==> src/sv/rgs_pkg.sv <==
// ----------------------------------------------------------------------------
// rgs_pkg
// Types, register indexes and decode tables shared by the rotary switch bank
// scanner and its code decoder.
// ----------------------------------------------------------------------------
package rgs_pkg;

   // Hardware limit on switch pairs in one scan, set by the 3-bit pair index.
   localparam int PAIR_LIMIT = 8;

   typedef enum logic [1:0] {
      SW_TYPE_16POS   = 2'd0,
      SW_TYPE_12POS   = 2'd1,
      SW_TYPE_8POS    = 2'd2,
      SW_TYPE_UNKNOWN = 2'd3
   } sw_type_type;

   typedef enum logic {
      CSR_NUM_PAIRS    = 1'b0,
      CSR_SWITCH_TYPES = 1'b1
   } csr_index_type;

   // Position for each 4-bit code of a 12-position switch; unlisted codes give 0.
   localparam logic [3:0] TWELVE_TAB [16] = '{
      4'd0, 4'd11, 4'd7, 4'd8, 4'd3, 4'd0, 4'd4, 4'd0,
      4'd1, 4'd10, 4'd6, 4'd9, 4'd2, 4'd0, 4'd5, 4'd0
   };

   // Position for each 4-bit code of an 8-position switch; unlisted codes give 0.
   localparam logic [3:0] EIGHT_TAB [16] = '{
      4'd0, 4'd0, 4'd7, 4'd6, 4'd1, 4'd0, 4'd4, 4'd5,
      4'd0, 4'd0, 4'd0, 4'd0, 4'd2, 4'd0, 4'd3, 4'd0
   };

endpackage

==> src/sv/rgs_decode.sv <==
// ----------------------------------------------------------------------------
// rgs_decode
// Decodes one 4-bit switch code into a position according to the switch type.
// ----------------------------------------------------------------------------
module rgs_decode
   import rgs_pkg::*;
(
   input  logic [3:0]  code,
   input  sw_type_type sw_type,
   output logic [3:0]  position
);

   logic [3:0] gray_bin;

   // Standard Gray-to-binary: each bit is the XOR of itself and all higher bits.
   assign gray_bin = code ^ (code >> 1) ^ (code >> 2) ^ (code >> 3);

   always_comb begin
      case (sw_type)
         SW_TYPE_16POS: position = gray_bin;
         SW_TYPE_12POS: position = TWELVE_TAB[code];
         SW_TYPE_8POS:  position = EIGHT_TAB[code];
         default:       position = 4'd0;
      endcase
   end

endmodule

==> src/sv/rotary_gray_switch_bank_scan.sv <==
// ----------------------------------------------------------------------------
// rotary_gray_switch_bank_scan
// Decodes bytes shifted in from a bank of rotary switches, tracks the stored
// positions and reports whether any switch moved over a scan.
// ----------------------------------------------------------------------------
// The block takes one byte per clock while the result side does not stall and
// gives one result transaction per byte. A byte is first held in the input
// register; decode, compare against the stored positions and update of those
// positions then go in the same cycle into the result register. Throughput is
// set by that one stage, which reads and writes the stored-position row of the
// current pair in the same cycle, so one byte per cycle is sustained while the
// result side is ready. Stored positions reset to "unknown", so the first scan
// after reset always reports a change. MAX_SWITCHES caps the pairs per scan at
// min(8, MAX_SWITCHES/2), and at least 1.
module rotary_gray_switch_bank_scan
   import rgs_pkg::*;
#(
   parameter int MAX_SWITCHES = 16
) (
   input  logic        clock,
   input  logic        reset,
   // Input channel
   input  logic        req_valid,
   output logic        req_ready,
   input  logic [7:0]  req_shifted_byte,
   input  logic        req_start_scan,
   // Result channel
   output logic        rsp_valid,
   input  logic        rsp_ready,
   output logic [2:0]  rsp_pair_index,
   output logic [3:0]  rsp_first_position,
   output logic [3:0]  rsp_second_position,
   output logic        rsp_scan_done,
   output logic        rsp_any_change,
   // Configuration port
   input  logic        csr_psel,
   input  logic        csr_penable,
   input  logic        csr_pwrite,
   input  logic [2:0]  csr_paddr,
   input  logic [31:0] csr_pwdata,
   output logic [31:0] csr_prdata,
   output logic        csr_pready
);

   localparam int HALF_SW  = MAX_SWITCHES / 2;
   localparam int PAIR_CAP = (HALF_SW > PAIR_LIMIT) ? PAIR_LIMIT :
                             ((HALF_SW < 1) ? 1 : HALF_SW);
   localparam int PAIR_W   = (PAIR_CAP > 1) ? $clog2(PAIR_CAP) : 1;

   // Configuration registers
   logic [3:0]  num_pairs_ff;
   logic [31:0] switch_types_ff;
   logic        csr_write;
   csr_index_type csr_index;

   assign csr_pready = 1'b1;
   assign csr_write  = csr_psel & csr_penable & csr_pwrite;
   // Registers sit on 4-byte boundaries; the byte offset bits are ignored.
   assign csr_index  = csr_index_type'(csr_paddr[2]);

   always_ff @(posedge clock) begin
      if (reset) begin
         num_pairs_ff    <= 4'd8;
         switch_types_ff <= 32'd0;
      end else if (csr_write) begin
         case (csr_index)
            CSR_NUM_PAIRS:    num_pairs_ff    <= csr_pwdata[3:0];
            CSR_SWITCH_TYPES: switch_types_ff <= csr_pwdata;
            default:          ;
         endcase
      end
   end

   always_comb begin
      case (csr_index)
         CSR_NUM_PAIRS:    csr_prdata = {28'd0, num_pairs_ff};
         CSR_SWITCH_TYPES: csr_prdata = switch_types_ff;
         default:          csr_prdata = 32'd0;
      endcase
   end

   // Input register
   logic       in_valid_ff;
   logic [7:0] in_byte_ff;
   logic       in_start_ff;
   logic       proc_go;
   logic       rsp_valid_ff;

   assign proc_go   = in_valid_ff & (~rsp_valid_ff | rsp_ready);
   assign req_ready = ~in_valid_ff | proc_go;

   always_ff @(posedge clock) begin
      if (reset) begin
         in_valid_ff <= 1'b0;
      end else if (req_ready) begin
         in_valid_ff <= req_valid;
      end
   end

   always_ff @(posedge clock) begin
      if (req_valid && req_ready) begin
         in_byte_ff  <= req_shifted_byte;
         in_start_ff <= req_start_scan;
      end
   end

   // Scan state
   logic [PAIR_W-1:0] byte_cnt_ff;
   logic [PAIR_W-1:0] byte_cnt_in;
   logic              change_seen_ff;
   logic              change_seen_in;
   logic [4:0]        stored_ff [PAIR_CAP][2];

   logic [PAIR_W-1:0] pair;
   logic [3:0]        pair_n_raw;
   logic [3:0]        pair_n;
   logic [3:0]        pair_next;
   logic              last;
   logic              seen_prev;
   logic              change_now;
   logic [3:0]        pos_first;
   logic [3:0]        pos_second;
   logic [3:0]        pair_types;

   // A start byte abandons any partial scan before it is handled.
   assign pair      = in_start_ff ? '0 : byte_cnt_ff;
   assign seen_prev = in_start_ff ? 1'b0 : change_seen_ff;

   assign pair_n_raw = (num_pairs_ff == 4'd0) ? 4'd1 : num_pairs_ff;
   assign pair_n     = (pair_n_raw > 4'(PAIR_CAP)) ? 4'(PAIR_CAP) : pair_n_raw;
   assign pair_next  = 4'(pair) + 4'd1;
   assign last       = (pair_next >= pair_n);

   assign pair_types = switch_types_ff[4 * 3'(pair) +: 4];

   rgs_decode u_dec_first (
      .code     (in_byte_ff[7:4]),
      .sw_type  (sw_type_type'(pair_types[1:0])),
      .position (pos_first)
   );

   rgs_decode u_dec_second (
      .code     (in_byte_ff[3:0]),
      .sw_type  (sw_type_type'(pair_types[3:2])),
      .position (pos_second)
   );

   assign change_now = ({1'b0, pos_first}  != stored_ff[pair][0]) |
                       ({1'b0, pos_second} != stored_ff[pair][1]);

   assign byte_cnt_in    = last ? '0 : PAIR_W'(pair_next);
   assign change_seen_in = last ? 1'b0 : (seen_prev | change_now);

   always_ff @(posedge clock) begin
      if (reset) begin
         byte_cnt_ff    <= '0;
         change_seen_ff <= 1'b0;
      end else if (proc_go) begin
         byte_cnt_ff    <= byte_cnt_in;
         change_seen_ff <= change_seen_in;
      end
   end

   // Positions reset to all ones, which no decoded position can equal.
   always_ff @(posedge clock) begin
      if (reset) begin
         for (int i = 0; i < PAIR_CAP; i++) begin
            stored_ff[i][0] <= 5'h1F;
            stored_ff[i][1] <= 5'h1F;
         end
      end else if (proc_go) begin
         stored_ff[pair][0] <= {1'b0, pos_first};
         stored_ff[pair][1] <= {1'b0, pos_second};
      end
   end

   // Result register
   logic [2:0] rsp_pair_ff;
   logic [3:0] rsp_first_ff;
   logic [3:0] rsp_second_ff;
   logic       rsp_done_ff;
   logic       rsp_change_ff;

   always_ff @(posedge clock) begin
      if (reset) begin
         rsp_valid_ff <= 1'b0;
      end else if (proc_go) begin
         rsp_valid_ff <= 1'b1;
      end else if (rsp_ready) begin
         rsp_valid_ff <= 1'b0;
      end
   end

   always_ff @(posedge clock) begin
      if (proc_go) begin
         rsp_pair_ff   <= 3'(pair);
         rsp_first_ff  <= pos_first;
         rsp_second_ff <= pos_second;
         rsp_done_ff   <= last;
         rsp_change_ff <= last & (seen_prev | change_now);
      end
   end

   assign rsp_valid           = rsp_valid_ff;
   assign rsp_pair_index      = rsp_pair_ff;
   assign rsp_first_position  = rsp_first_ff;
   assign rsp_second_position = rsp_second_ff;
   assign rsp_scan_done       = rsp_done_ff;
   assign rsp_any_change      = rsp_change_ff;

   // The pair counter never runs past the configured cap.
   a_cnt_in_range: assert property (@(posedge clock) disable iff (reset)
      int'(byte_cnt_ff) < PAIR_CAP)
      else $error("pair counter beyond pair cap");

   // A change is only reported with the last transaction of a scan.
   a_change_on_done: assert property (@(posedge clock) disable iff (reset)
      rsp_valid && rsp_any_change |-> rsp_scan_done)
      else $error("change reported before end of scan");

   // A held input byte stays in the input register until it is processed.
   a_in_hold: assert property (@(posedge clock) disable iff (reset)
      in_valid_ff && !proc_go |=> in_valid_ff)
      else $error("input byte dropped while stalled");

   // Finishing a scan restarts the pair count and the change flag.
   a_scan_restart: assert property (@(posedge clock) disable iff (reset)
      proc_go && last |=> byte_cnt_ff == '0 && !change_seen_ff)
      else $error("scan state not cleared after last byte");

endmodule

==> config.mk <==
export PLATFORM = sky130hd
export DESIGN_NAME = rotary_gray_switch_bank_scan
export DESIGN_NICKNAME = d
export VERILOG_FILES = /design/src/sv/rgs_pkg.sv /design/src/sv/rgs_decode.sv /design/src/sv/rotary_gray_switch_bank_scan.sv
export SDC_FILE = /design/constraint.sdc
export NUM_CORES = 1
export LEC_CHECK = 0
export ABC_AREA = 1
export BUFFER_PORTS_ARGS = -buffer_cell sky130_fd_sc_hd__clkbuf_2
export CORE_UTILIZATION = 43
export CTS_CLUSTER_SIZE = 8
export DETAILED_ROUTE_END_ITERATION = 16
export GPL_TIMING_DRIVEN = 0
export HOLD_SLACK_MARGIN = 0.15
export PLACE_DENSITY = 0.66
export SKIP_LAST_GASP = 1
export SLEW_MARGIN = 5
export SYNTH_ARGS = -nofsm -noshare
export SYNTH_HDL_FRONTEND = slang
export SYNTH_SLANG_ARGS = --single-unit
==> constraint.sdc <==
create_clock -name clock -period 2.64 [get_ports clock]
set_input_delay 0.792 -clock clock [delete_from_list [all_inputs] [get_ports clock]]
set_output_delay 0.792 -clock clock [all_outputs]
set_load 0.01 [all_outputs]
# [After elaboration in Yosys (flattened, before gate mapping)]
# Memory sizes are Yosys's and may differ from the RTL's.
# Cells that the tools add are included.
[totals] ff_bits=64 ramBits=80 romBits=256 inputBits=51 output_inout_bits=48 mem_count=5
[classes] add_sub_neg=1 magnitude_cmp=4 eq_ne=6 shift=1 mux=27 n_bitwise=19 reduce_logical=8
[mem_list] name="stored_ff" words=8 word_bits=10 read_ports=1 rd_clocked_by_memory_dff=0 write_ports=8 line_no="rotary_gray_switch_bank_scan.sv:112" rtl="logic [4:0] stored_ff [PAIR_CAP][2];"
[mem_list] name="(no name shown)" words=16 word_bits=4 read_ports=1 rd_clocked_by_memory_dff=0 write_ports=0 line_no="rgs_decode.sv:22" rtl="SW_TYPE_8POS: position = EIGHT_TAB[code];"
[mem_list] name="(no name shown)" words=16 word_bits=4 read_ports=1 rd_clocked_by_memory_dff=0 write_ports=0 line_no="rgs_decode.sv:21" rtl="SW_TYPE_12POS: position = TWELVE_TAB[code];"
[mem_list] name="(no name shown)" words=16 word_bits=4 read_ports=1 rd_clocked_by_memory_dff=0 write_ports=0 line_no="rgs_decode.sv:21"
[mem_list] name="(no name shown)" words=16 word_bits=4 read_ports=1 rd_clocked_by_memory_dff=0 write_ports=0 line_no="rgs_decode.sv:22"
[ops] cell="32-bit one-hot mux with 2 select lines" n=1
[ops] cell="4-bit 2-to-1 mux" n=10
[ops] cell="32-bit by 6-bit indexed part select with 4-bit output" n=1
[ops] cell="4-bit one-hot mux with 3 select lines" n=2
[ops] cell="5-bit greater-or-equal comparator, second input constant" n=2
[ops] cell="1-bit 2-to-1 mux" n=10
[ops] cell="10-bit 2-to-1 mux" n=1
[ops] cell="4-bit by 5-bit != test with 1-bit output" n=2
[ops] cell="4-bit NOT with 5-bit output" n=2
[ops] cell="10-bit OR reduction" n=1
[ops] cell="3-bit 2-to-1 mux" n=3
[ops] cell="4-bit by 1-bit bitwise XOR with 4-bit output" n=2
[ops] cell="4-bit by 2-bit bitwise XOR with 4-bit output" n=2
[ops] cell="4-bit by 3-bit bitwise XOR with 4-bit output" n=2
[ops] cell="3-bit by 1-bit adder with 4-bit output, second input constant" n=1
[ops] cell="1-bit bitwise AND" n=4
[ops] cell="2-bit by 1-bit equality test with 1-bit output, second input constant" n=2
[ops] cell="2-bit equality test, second input constant" n=2
[ops] cell="4-bit greater-or-equal comparator" n=1
[ops] cell="4-bit greater-than comparator, second input constant" n=1
[ops] cell="2-bit zero test" n=2
[ops] cell="4-bit zero test" n=1
[ops] cell="1-bit OR" n=4
[ops] cell="2-bit AND reduction" n=2
[ops] cell="3 further kinds" n=5

# [Longest topological paths before layout]
# Gate-level depths: netlist (run 1).
[logic_depth] word_depth=9 mapped_depth=20 mapped_depth_nobuf=18

# [Hierarchy]
# From an unflattened synthesis (run 1), not the netlist that was laid out.
[unflattened] hier_cells=821 hier_area_um2=6667.6
[modules_own_cells] module="rotary_gray_switch_bank_scan" instances=1 cells_each=725 area_each_um2=6180.9 seq_area_each_um2=3583.4
[modules_own_cells] module="rgs_decode at u_dec_first" instances=1 cells_each=48 area_each_um2=246.5 seq_area_each_um2=0.0
[modules_own_cells] module="rgs_decode at u_dec_second" instances=1 cells_each=48 area_each_um2=240.2 seq_area_each_um2=0.0

# [Worst setup path before layout (run 1)]
# No wires, ideal clock.
[synth_path] path_type="input-to-output" startpoint="input port csr_paddr[2]" endpoint="output port csr_prdata[0]" t_arrival_ns=1.458 required_ns=1.848 setup_slack_ns=0.390 cell_stages=4 path_buffers=2 cell_sequence="clkbuf_1 > clkbuf_1 > nand2_1 > o21ai_0"
[synth_between] elab_chain_cells=2
[synth_rtl] element="start: declaration" line_no="rotary_gray_switch_bank_scan.sv:39" rtl="input logic [2:0] csr_paddr,"
[synth_rtl] element="1-bit NOT (no source line)"
[synth_rtl] element="32-bit one-hot mux with 2 select lines *" line_no="rotary_gray_switch_bank_scan.sv:75" rtl="case (csr_index)"
[synth_rtl] element="end: declaration" line_no="rotary_gray_switch_bank_scan.sv:41" rtl="output logic [31:0] csr_prdata,"
# Mark *: on every way between the ends. The rest lies on a longest branch, timed or not.

==> metrics, run 1 <==
status=complete, no violations; Max clock buf depth=2; EDFF count, synth=86; drt first pass iters=6; post-synth top area share=between 30% and 40%; first-pass GRT wire length=~28 mm; Area growth, synth to finish=22.1%; clock skew=around 0.017 ns; Hold Crit Class=register to register; Critical Path Fanout Max=9; pin count of the biggest net entering global routing=17; count of final hold-check violations=0; LEAKAGE=3.95 nW; fin nets=between 1,000 and 1,500; Power Dens Cells=657 mW/mm2; Mapped Nets=909; Max Cap Viol=0; DR DRC count=0; via count=between 5,000 and 6,000; post-synthesis sequential area ratio=52.5%; mapped cell area=slightly below 0.007 mm2; Slew HR=56.6%; Max Freq=~0.39 GHz; CTS tree=done; Arrival @ worst endpoint=2.71 ns; synthesized area per cell=roughly 8.1 um2; die area=around 0.016 mm2; # clock sinks=136; Design Area, Final=0.00834 mm2; # H-tree levels=4; overall routed net length=17.9 mm; Buffers on Ports=93; Synth area leader=edfxtp_1; setup TNS=0 ns; drt via density=4.98; Worst setup SP type=register; fraction of layout instances using a drive strength above 1=a little over a fifth; Clock Latency Late Sink=approximately 0.43 ns; most common cell after layout, fill and taps aside=nand2_1; Worst-Margin Slew=0.651 ns; Iteration-0 DRC Markers=470; Finish-stage setup viols=0; CORE AREA=between 0.015 and 0.02 mm2; I/O pins=99; Setup crit end kind=register; r2r setup slk=between 0.08 and 0.09 ns; # rows=45; hpwl dp=13.1 mm; DP Area=0.00756 mm2; diodes inserted=0; Root Driver=clkbuf_16; Main synth FF type=edfxtp_1; GPL Wtd Cong=around 0.86; Initial Utilization=between 40% and 50%; fin crit period=between 2 and 3 ns; Yosys cell types=34; WL/cell=around 15 um; fraction of the cycle the final worst path needs=between 90% and 100%; clock-pin transition on the worst setup and hold timing paths=approximately 0.060 ns; Warnings, synthesis=0; commonest cells after routing, fill and taps aside=nand2_1 (179), nor2_1 (135), inv_1 (98), clkbuf_2 (94), edfxtp_1 (86); kind of critical path=register to register; Tot GR Track Use=22.5%; initial antenna violation count=0; CP required=2.80 ns; CTS Hold Bufs=0; Worst VDD drop=0.493 mV; ys async rst share=0%; Synth Register Bits=136; RSZ-0062 raised after global routing=true; DRT antenna net count=0; number of global-route vias before repair=about 5,600; max-slew violations=0; TritonCTS buffer count=17; Die Y=between 100 and 150 um; Die X=approximately 130 um; top cells by area, synth=edfxtp_1 (38%), dfxtp_1 (15%), nand2_1 (9.9%), nor2_1 (8.4%), inv_1 (5.4%); GRT overflow=0; Syn Inst Count=approximately 850
==> worst paths after layout <==
kind                         from         endpoint  cells past startpoint
setup / recovery      in_start_ff  stored_ff[1][6]                     11
hold reg to reg   stored_ff[7][4]  stored_ff[7][4]                      2
setup reg to reg      in_start_ff  stored_ff[1][6]                     11
hold / removal    stored_ff[7][4]  stored_ff[7][4]                      2
==> report_power, final <==
| group | switching (mW) | total (mW) | internal [mW] |
|---|---|---|---|
| registers | 0.0489 | 2.47 | 2.42 |
| clock network | 0.899 | 2.36 | 1.46 |
| logic | 0.435 | 0.649 | 0.215 |
==> cells by family (layout without fill, tap and decap cells) <==
family                   count (synthesis)  after routing  share of synthesized area, %
buffers and inverters                  139            269                          8.33
XOR/XNOR                                 8              8                          1.03
other                                    1              1                        0.0549
adder cells (fa/ha/maj)                 10             10                          1.83
flip-flops                             136            136                          52.5
AND/OR/NAND/NOR                        453            453                          28.6
AO/OA/AOI/OAI                          101            101                          7.64
==> synth_stat cells, types with 2 or more instances <==
library cell and number:
a21oi_1 36, buf_2 8, buf_4 4, buf_6 3, clkbuf_1 18, dfxtp_1 50
edfxtp_1 86, ha_1 10, inv_1 98, inv_2 6, nand2_1 181, nand2_2 10
nand3_1 70, nand3_2 8, nand3b_1 4, nand4_1 7, nor2_1 152, nor2_2 5
nor2_4 3, nor3_1 9, o211ai_1 2, o21ai_0 56, o21ai_1 3, o31ai_1 2
or2_0 2, xnor2_1 3, xor2_1 5
==> layer usage <==
layer / part of all wire, % / routed length (um) / global-route usage, % / vias to the layer above
met5: 0 / 0 / 0 / -
met4: 1.2 / 212 / 6.30 / 0
met3: 6.1 / 1090 / 4.67 / 18
met2: 49 / 8720 / 37.7 / 161
met1: 44 / 7840 / 29.5 / 2778
li1: - / - / - / 2968
==> worst max-delay path: stages (launching register included) <==
cell	delay [ns]
edfxtp_1	0.51
buf_4	0.19
nor2_2	0.37
nand2_1	0.10
nand2_1	0.14
nand2_1	0.09
nand2_2	0.14
nor2_4	0.06
nand2_1	0.08
nand3_2	0.10
nor2_2	0.42
nor2_1	0.09
==> state kept, by name, indices dropped and copies added, names as in the netlist <==
name and count:
stored_ff 72, switch_types_ff 32, in_byte_ff 8, num_pairs_ff 4
rsp_first_position 4, rsp_second_position 4, byte_cnt_ff 3, rsp_pair_index 3
change_seen_ff 1, in_start_ff 1, in_valid_ff 1, rsp_any_change 1
rsp_scan_done 1, rsp_valid 1
==> stage by stage <==
stage,hold WS (ns),setup slack [ns],power (mW),std cells,util (%)
floorplan,0.428,0.390,2.92,848,-
global placement,0.440,-0.285,3.12,1152,49.2
detailed placement,0.449,-0.362,3.13,1152,49.2
CTS,0.457,-0.0324,5.48,1185,53.3
global route,0.473,-0.0674,5.69,1189,54.3
finish,0.459,0.0846,5.48,1189,54.3
==> area by class of cell <==
class / instances / area, um2
Buffer: 34 / 199
Clock buffer: 22 / 510
Clock inverter: 10 / 87.6
Fill cell: 1456 / 7030
Inverter: 105 / 394
Multi-Input combinational cell: 573 / 2800
Sequential cell: 136 / 3580
Tap cell: 211 / 264
Timing Repair Buffer: 98 / 503
==> timing repair <==
action,4_1_cts,5_1_grt
buffers inserted,1,2
pin swaps,0,8
gates cloned,0,2
gates resized for setup,9,41
endpoints found under the setup margin,45,115
endpoints found under the hold margin,0,0
Note: power is estimated with default switching activity, not from simulation.
==> run 2: changes to the inputs <==
--- a/config.mk
+++ b/config.mk
@@ -8,11 +8,13 @@
 export ABC_AREA = 1
 export BUFFER_PORTS_ARGS = -buffer_cell sky130_fd_sc_hd__clkbuf_2
 export CORE_UTILIZATION = 43
+export CTS_BUF_LIST = sky130_fd_sc_hd__clkbuf_8
 export CTS_CLUSTER_SIZE = 8
 export DETAILED_ROUTE_END_ITERATION = 16
 export GPL_TIMING_DRIVEN = 0
 export HOLD_SLACK_MARGIN = 0.15
 export PLACE_DENSITY = 0.66
+export SETUP_SLACK_MARGIN = 0.1
 export SKIP_LAST_GASP = 1
 export SLEW_MARGIN = 5
 export SYNTH_ARGS = -nofsm -noshare
==> run 2 against run 1 <==
Combinational power rose by 5.7%. Worst setup slack improved by 0.0046 ns. Worst hold slack improved by 0.0028 ns. Critical path type unchanged. Largest power group unchanged.
==> metrics, run 2 (synthesis results as in run 1) <==
status=complete, no violations; drt via density=slightly above 5; GPL Wtd Cong=around 0.86; DP Area=0.00756 mm2; Iteration-0 DRC Markers=~410; hold path depth=2; final worst slack=0.0892 ns; Worst-Margin Slew=approximately 0.66 ns; clock group share of total power=a little over a third; Largest register FFs=between 70 and 80; P_int=about 3.6 mW; Initial Utilization=roughly 44%; # H-tree levels=4; I/O pins=a little under 100; max-slew violations=0; DP Cell Count=about 1,200; Worst VDD drop=approximately 0.47 mV; Finish-stage setup viols=0; Worst setup SP type=register; Area growth, synth to finish=23.1%; fraction of layout instances using a drive strength above 1=23.9%; drt first pass iters=5; Sw Pwr=between 1 and 1.5 mW; clock skew=~0.013 ns; Sequential Power Share=between 40% and 50%; Tot GR Track Use=about 22%; reg2reg path depth=16; clock-pin transition on the worst setup and hold timing paths=about 0.07 ns; most common cell after layout, fill and taps aside=nand2_1; via count=about 6,000; final core utilization=between 50 and 60%; GRT overflow=0; RSZ-0062 raised after global routing=true; kind of critical path=register to register; Design Area, Final=approximately 0.0084 mm2; hpwl dp=between 10 and 15 mm; # clock sinks=approximately 140; Comb power frac=roughly 14%; # rows=45; Die X=128 um; Max Freq=between 0.3 and 0.4 GHz; DR DRC count=0; Root Driver=clkbuf_8; first-pass GRT wire length=27.8 mm; count of final hold-check violations=0; commonest cells after routing, fill and taps aside=nand2_1 (171), nor2_1 (135), inv_1 (99), clkbuf_2 (96), edfxtp_1 (86); die area=between 0.015 and 0.02 mm2; CP required=~2.8 ns; Buffers on Ports=93; LEAKAGE=approximately 3.9 nW; fraction of the cycle the final worst path needs=slightly below 100%; Max clock buf depth=2; Max Cap Viol=0; Arrival @ worst endpoint=2.75 ns; Die Y=roughly 130 um; number of global-route vias before repair=5,541; fin nets=roughly 1,000; initial antenna violation count=0; fin crit period=2.55 ns; Sequential cell area=0.00359 mm2; multi-input combinational cell area=slightly below 0.003 mm2; diodes inserted=0; Power Dens Cells=between 500 and 600 mW/mm2; Slew HR=between 50 and 60%; CTS tree=done; pin count of the biggest net entering global routing=17; Post-Place Setup Slack=-0.362 ns; TritonCTS buffer count=17; Top Registers=stored_ff (72), switch_types_ff (32), in_byte_ff (8); Clock Latency Late Sink=around 0.44 ns; Critical Path Fanout Max=10; CORE AREA=about 0.015 mm2; fill cell count=roughly 1,500; switching part of the total power=a little over a quarter; DRT antenna net count=0; overall routed net length=between 15 and 20 mm; Largest Register=stored_ff; non-filler cells in the finished layout=between 1,000 and 1,500; Setup crit end kind=register; Hold Crit Class=register to register; WL/cell=15.3 um
==> run 2: area by class of cell <==
cell class | count | share of cell area (%)
Tap cell | 211 | 3.14
Clock buffer | 19 | 3.11
Buffer | 34 | 2.95
Sequential cell | 136 | 42.7
Clock inverter | 13 | 1.80
Inverter | 105 | 4.69
Multi-Input combinational cell | 573 | 35.1
Timing Repair Buffer | 100 | 6.61
==> run 2: routing by layer <==
metal	up-vias	wire [um]	track usage, %
met5	-	0	0
met4	0	248	6.85
met3	20	906	4.67
met2	178	8970	37.2
met1	2875	8070	29.6
li1	2975	-	-
==> run 2: critical path, cell delays in order, from the launching register on <==
cell      delay, ns
edfxtp_1       0.51
inv_2          0.14
buf_12         0.15
buf_8          0.14
nand3b_1       0.11
nand3_2        0.12
nand2_4        0.07
nor2_4         0.25
nand3_2        0.16
nand3_2        0.11
nand2_1        0.08
nor2_1         0.14
nand2_1        0.07
nor2_2         0.09
nand3_2        0.08
nand2_1        0.07
inv_1          0.03
==> run 2: repair_timing <==
action                                  CTS  global route
hold buffers                              0             0
pin swaps                                 1            18
endpoints found under the hold margin     0             0
cloned                                    0             2
gates resized for setup                  24            76
endpoints found under the setup margin   86           149
buffers inserted                          1             4
==> run 2: worst paths after layout <==
kind                   startpoint               to  slack [ns]
hold / removal    stored_ff[7][4]  stored_ff[7][4]        0.46
hold reg to reg   stored_ff[7][4]  stored_ff[7][4]        0.46
setup reg to reg      in_start_ff   rsp_any_change        0.09
setup / recovery      in_start_ff   rsp_any_change        0.09
==> run 2: metrics by stage <==
| stage | power (mW) | TNS, ns | hold slack (ns) |
|---|---|---|---|
| floorplan | 2.92 | 0 | 0.428 |
| global placement | 3.12 | -21.23 | 0.440 |
| detailed placement | 3.13 | -22.29 | 0.449 |
| CTS | 4.91 | 0 | 0.461 |
| global route | 5.16 | -0.0405 | 0.476 |
| finish | 4.95 | 0 | 0.461 |
==> run 2: power groups by stage <==
stage	Clock, mW	Sequential, mW	Combinational, mW
floorplan	0	2.51	0.413
finish	1.79	2.47	0.686
detailed placement	0	2.51	0.617
CTS	1.81	2.47	0.631
global placement	0	2.51	0.607
global route	1.92	2.48	0.765
==> run 3: changes to the inputs <==
--- a/config.mk
+++ b/config.mk
@@ -13,7 +13,6 @@
 export DETAILED_ROUTE_END_ITERATION = 16
 export GPL_TIMING_DRIVEN = 0
 export HOLD_SLACK_MARGIN = 0.15
-export PLACE_DENSITY = 0.66
 export SETUP_SLACK_MARGIN = 0.1
 export SKIP_LAST_GASP = 1
 export SLEW_MARGIN = 5
==> run 3 against run 2 <==
Register-to-register slack better by 0.09 ns. Clock-buffer cell count is 2 lower. Critical path type unchanged. Clock power is 3% lower. Sequential share of layout area is 0.57 points lower. Critical path depth is 3 lower. Maximum frequency is 3.6% higher. Non-clock buffer count is 13 higher. Sequential cell count stayed put. Worst hold slack worse by 0.0041 ns. Die area stayed put. Global-route usage is 0.87 points higher.
==> metrics, run 3 (synthesis results as in run 1) <==
Die Y=between 100 and 150 um; Setup crit end kind=register; total power=slightly below 5 mW; Iteration-0 DRC Markers=381; reg-to-reg endpoint=rsp_any_change; Finish-stage setup viols=0; Critical Path Fanout Max=10; Largest register FFs=just over 70; Worst VDD drop=0.662 mV; overall routed net length=about 18 mm; Tot GR Track Use=23.3%; # H-tree levels=4; Crit Reg-Reg Startpoint=in_start_ff; Largest Register=stored_ff; status=complete, no violations; fraction of the cycle the final worst path needs=just over 90%; fin crit period=approximately 2.5 ns; Clock Latency Late Sink=0.46 ns; final worst slack=0.177 ns; # rows=between 40 and 50; TritonCTS buffer count=17; drt first pass iters=4; Initial Utilization=~44%; Die X=128 um; Worst-Margin Slew=0.752 ns; Buffers on Ports=93; Max Cap Viol=0; initial antenna violation count=0; diodes inserted=0; DR DRC count=0; commonest cells after routing, fill and taps aside=nand2_1 (172), nor2_1 (133), inv_1 (100), clkbuf_2 (98), edfxtp_1 (86); Post-Place Setup Slack=-0.355 ns; Arrival @ worst endpoint=about 2.7 ns; DP Cell Count=~1,200; CTS tree=done; Hold Path End=stored_ff[7][4]; first-pass GRT wire length=28.4 mm; clock-pin transition on the worst setup and hold timing paths=0.08 ns; Max clock buf depth=2; Top Registers=stored_ff (72), switch_types_ff (32), in_byte_ff (8); CP required=between 2 and 3 ns; GRT overflow=0; LEAKAGE=4.00 nW; fin nets=1,041; min-delay src=stored_ff[7][4]; # clock sinks=between 100 and 150; most common cell after layout, fill and taps aside=nand2_1; RSZ-0062 raised after global routing=true; pin count of the biggest net entering global routing=17; Hold Crit Class=register to register; I/O pins=~100; max-slew violations=0; clock skew=approximately 0.010 ns; Power Dens Cells=581 mW/mm2; Slew HR=~50%; Root Driver=clkbuf_8; die area=approximately 0.016 mm2; non-filler cells in the finished layout=about 1,200; kind of critical path=register to register; number of global-route vias before repair=around 5,500; Max Freq=0.406 GHz; hold path depth=2; fraction of layout instances using a drive strength above 1=between 20% and 30%; drt via density=4.97; GPL Wtd Cong=approximately 0.86; via count=5,985; r2r setup slk=roughly 0.18 ns; reg2reg path depth=13; count of final hold-check violations=0; hpwl dp=13.3 mm; Area growth, synth to finish=24.7%; Worst setup SP type=register; fill cell count=1,504; Critical Path Start=in_start_ff; WL/cell=approximately 15 um; DRT antenna net count=0; CORE AREA=between 0.015 and 0.02 mm2
==> run 3: cell types whose count changed in the layout (fill, tap and decap cells not counted), moves of 3 or more <==
cell and delta:
a21oi_2 +3, buf_4 +9, o21ai_0 -4, nand3_2 -8
nand3_1 +7, o21ai_1 +4, a21oi_1 -3
==> run 3: worst max path at each step <==
stage,end,slack (ns),cells past startpoint
after floorplan,csr_prdata[0],0.39,4
after CTS,stored_ff[2][6],0.02,6
after detailed placement,stored_ff[6][3],-0.35,6
final,rsp_any_change,0.18,13
after global routing,stored_ff[7][7],0.08,14
after global placement,stored_ff[6][5],-0.33,6
==> run 3: final cells by class <==
| class | instances | area (um2) | area share, % |
|---|---|---|---|
| Sequential cell | 136 | 3580 | 42.1 |
| Timing Repair Buffer | 113 | 669 | 7.86 |
| Inverter | 105 | 394 | 4.63 |
| Tap cell | 211 | 264 | 3.10 |
| Multi-Input combinational cell | 573 | 2950 | 34.6 |
| Buffer | 34 | 264 | 3.10 |
| Clock inverter | 15 | 160 | 1.88 |
| Clock buffer | 17 | 234 | 2.75 |
==> run 3: where the power goes <==
group	internal, mW	switching [mW]
Combinational	0.268	0.473
Clock	0.920	0.823
Sequential	2.42	0.0481
==> run 3: what timing repair did <==
item                       in CTS  in global routing
buffers inserted                5                 13
pin swaps                       2                 26
setup endpoints to repair      93                100
resized for setup              30                 80
hold buffers                    0                  0
cloned                          0                  2
==> run 3: stage by stage <==
step	hold WS [ns]	instance area, um2	utilization, %	TNS (ns)
after floorplan	0.428	6830	-	0
after global placement	0.439	7560	49.2	-23.89
final	0.457	8520	55.4	0
after global routing	0.471	8520	55.4	0
after CTS	0.456	8110	52.8	0
after detailed placement	0.445	7560	49.2	-24.72
==> run 3: worst max-delay path, stage by stage (launching register included) <==
cell      delay [ns]
edfxtp_1        0.47
buf_6           0.16
nor2_4          0.18
buf_8           0.16
buf_8           0.15
nand2_1         0.06
nand3_1         0.13
nand2_1         0.09
nor3_1          0.34
xor2_1          0.14
nor2_1          0.14
nand3_2         0.10
nand2_1         0.07
inv_1           0.04
==> run 3: per-layer routing <==
metal	vias to the layer above	global-route usage [%]	wire length (um)
met5	-	0	0
met4	0	12.9	558
met3	36	3.80	804
met2	149	36.4	8730
met1	2796	31.1	8370
li1	3004	-	-
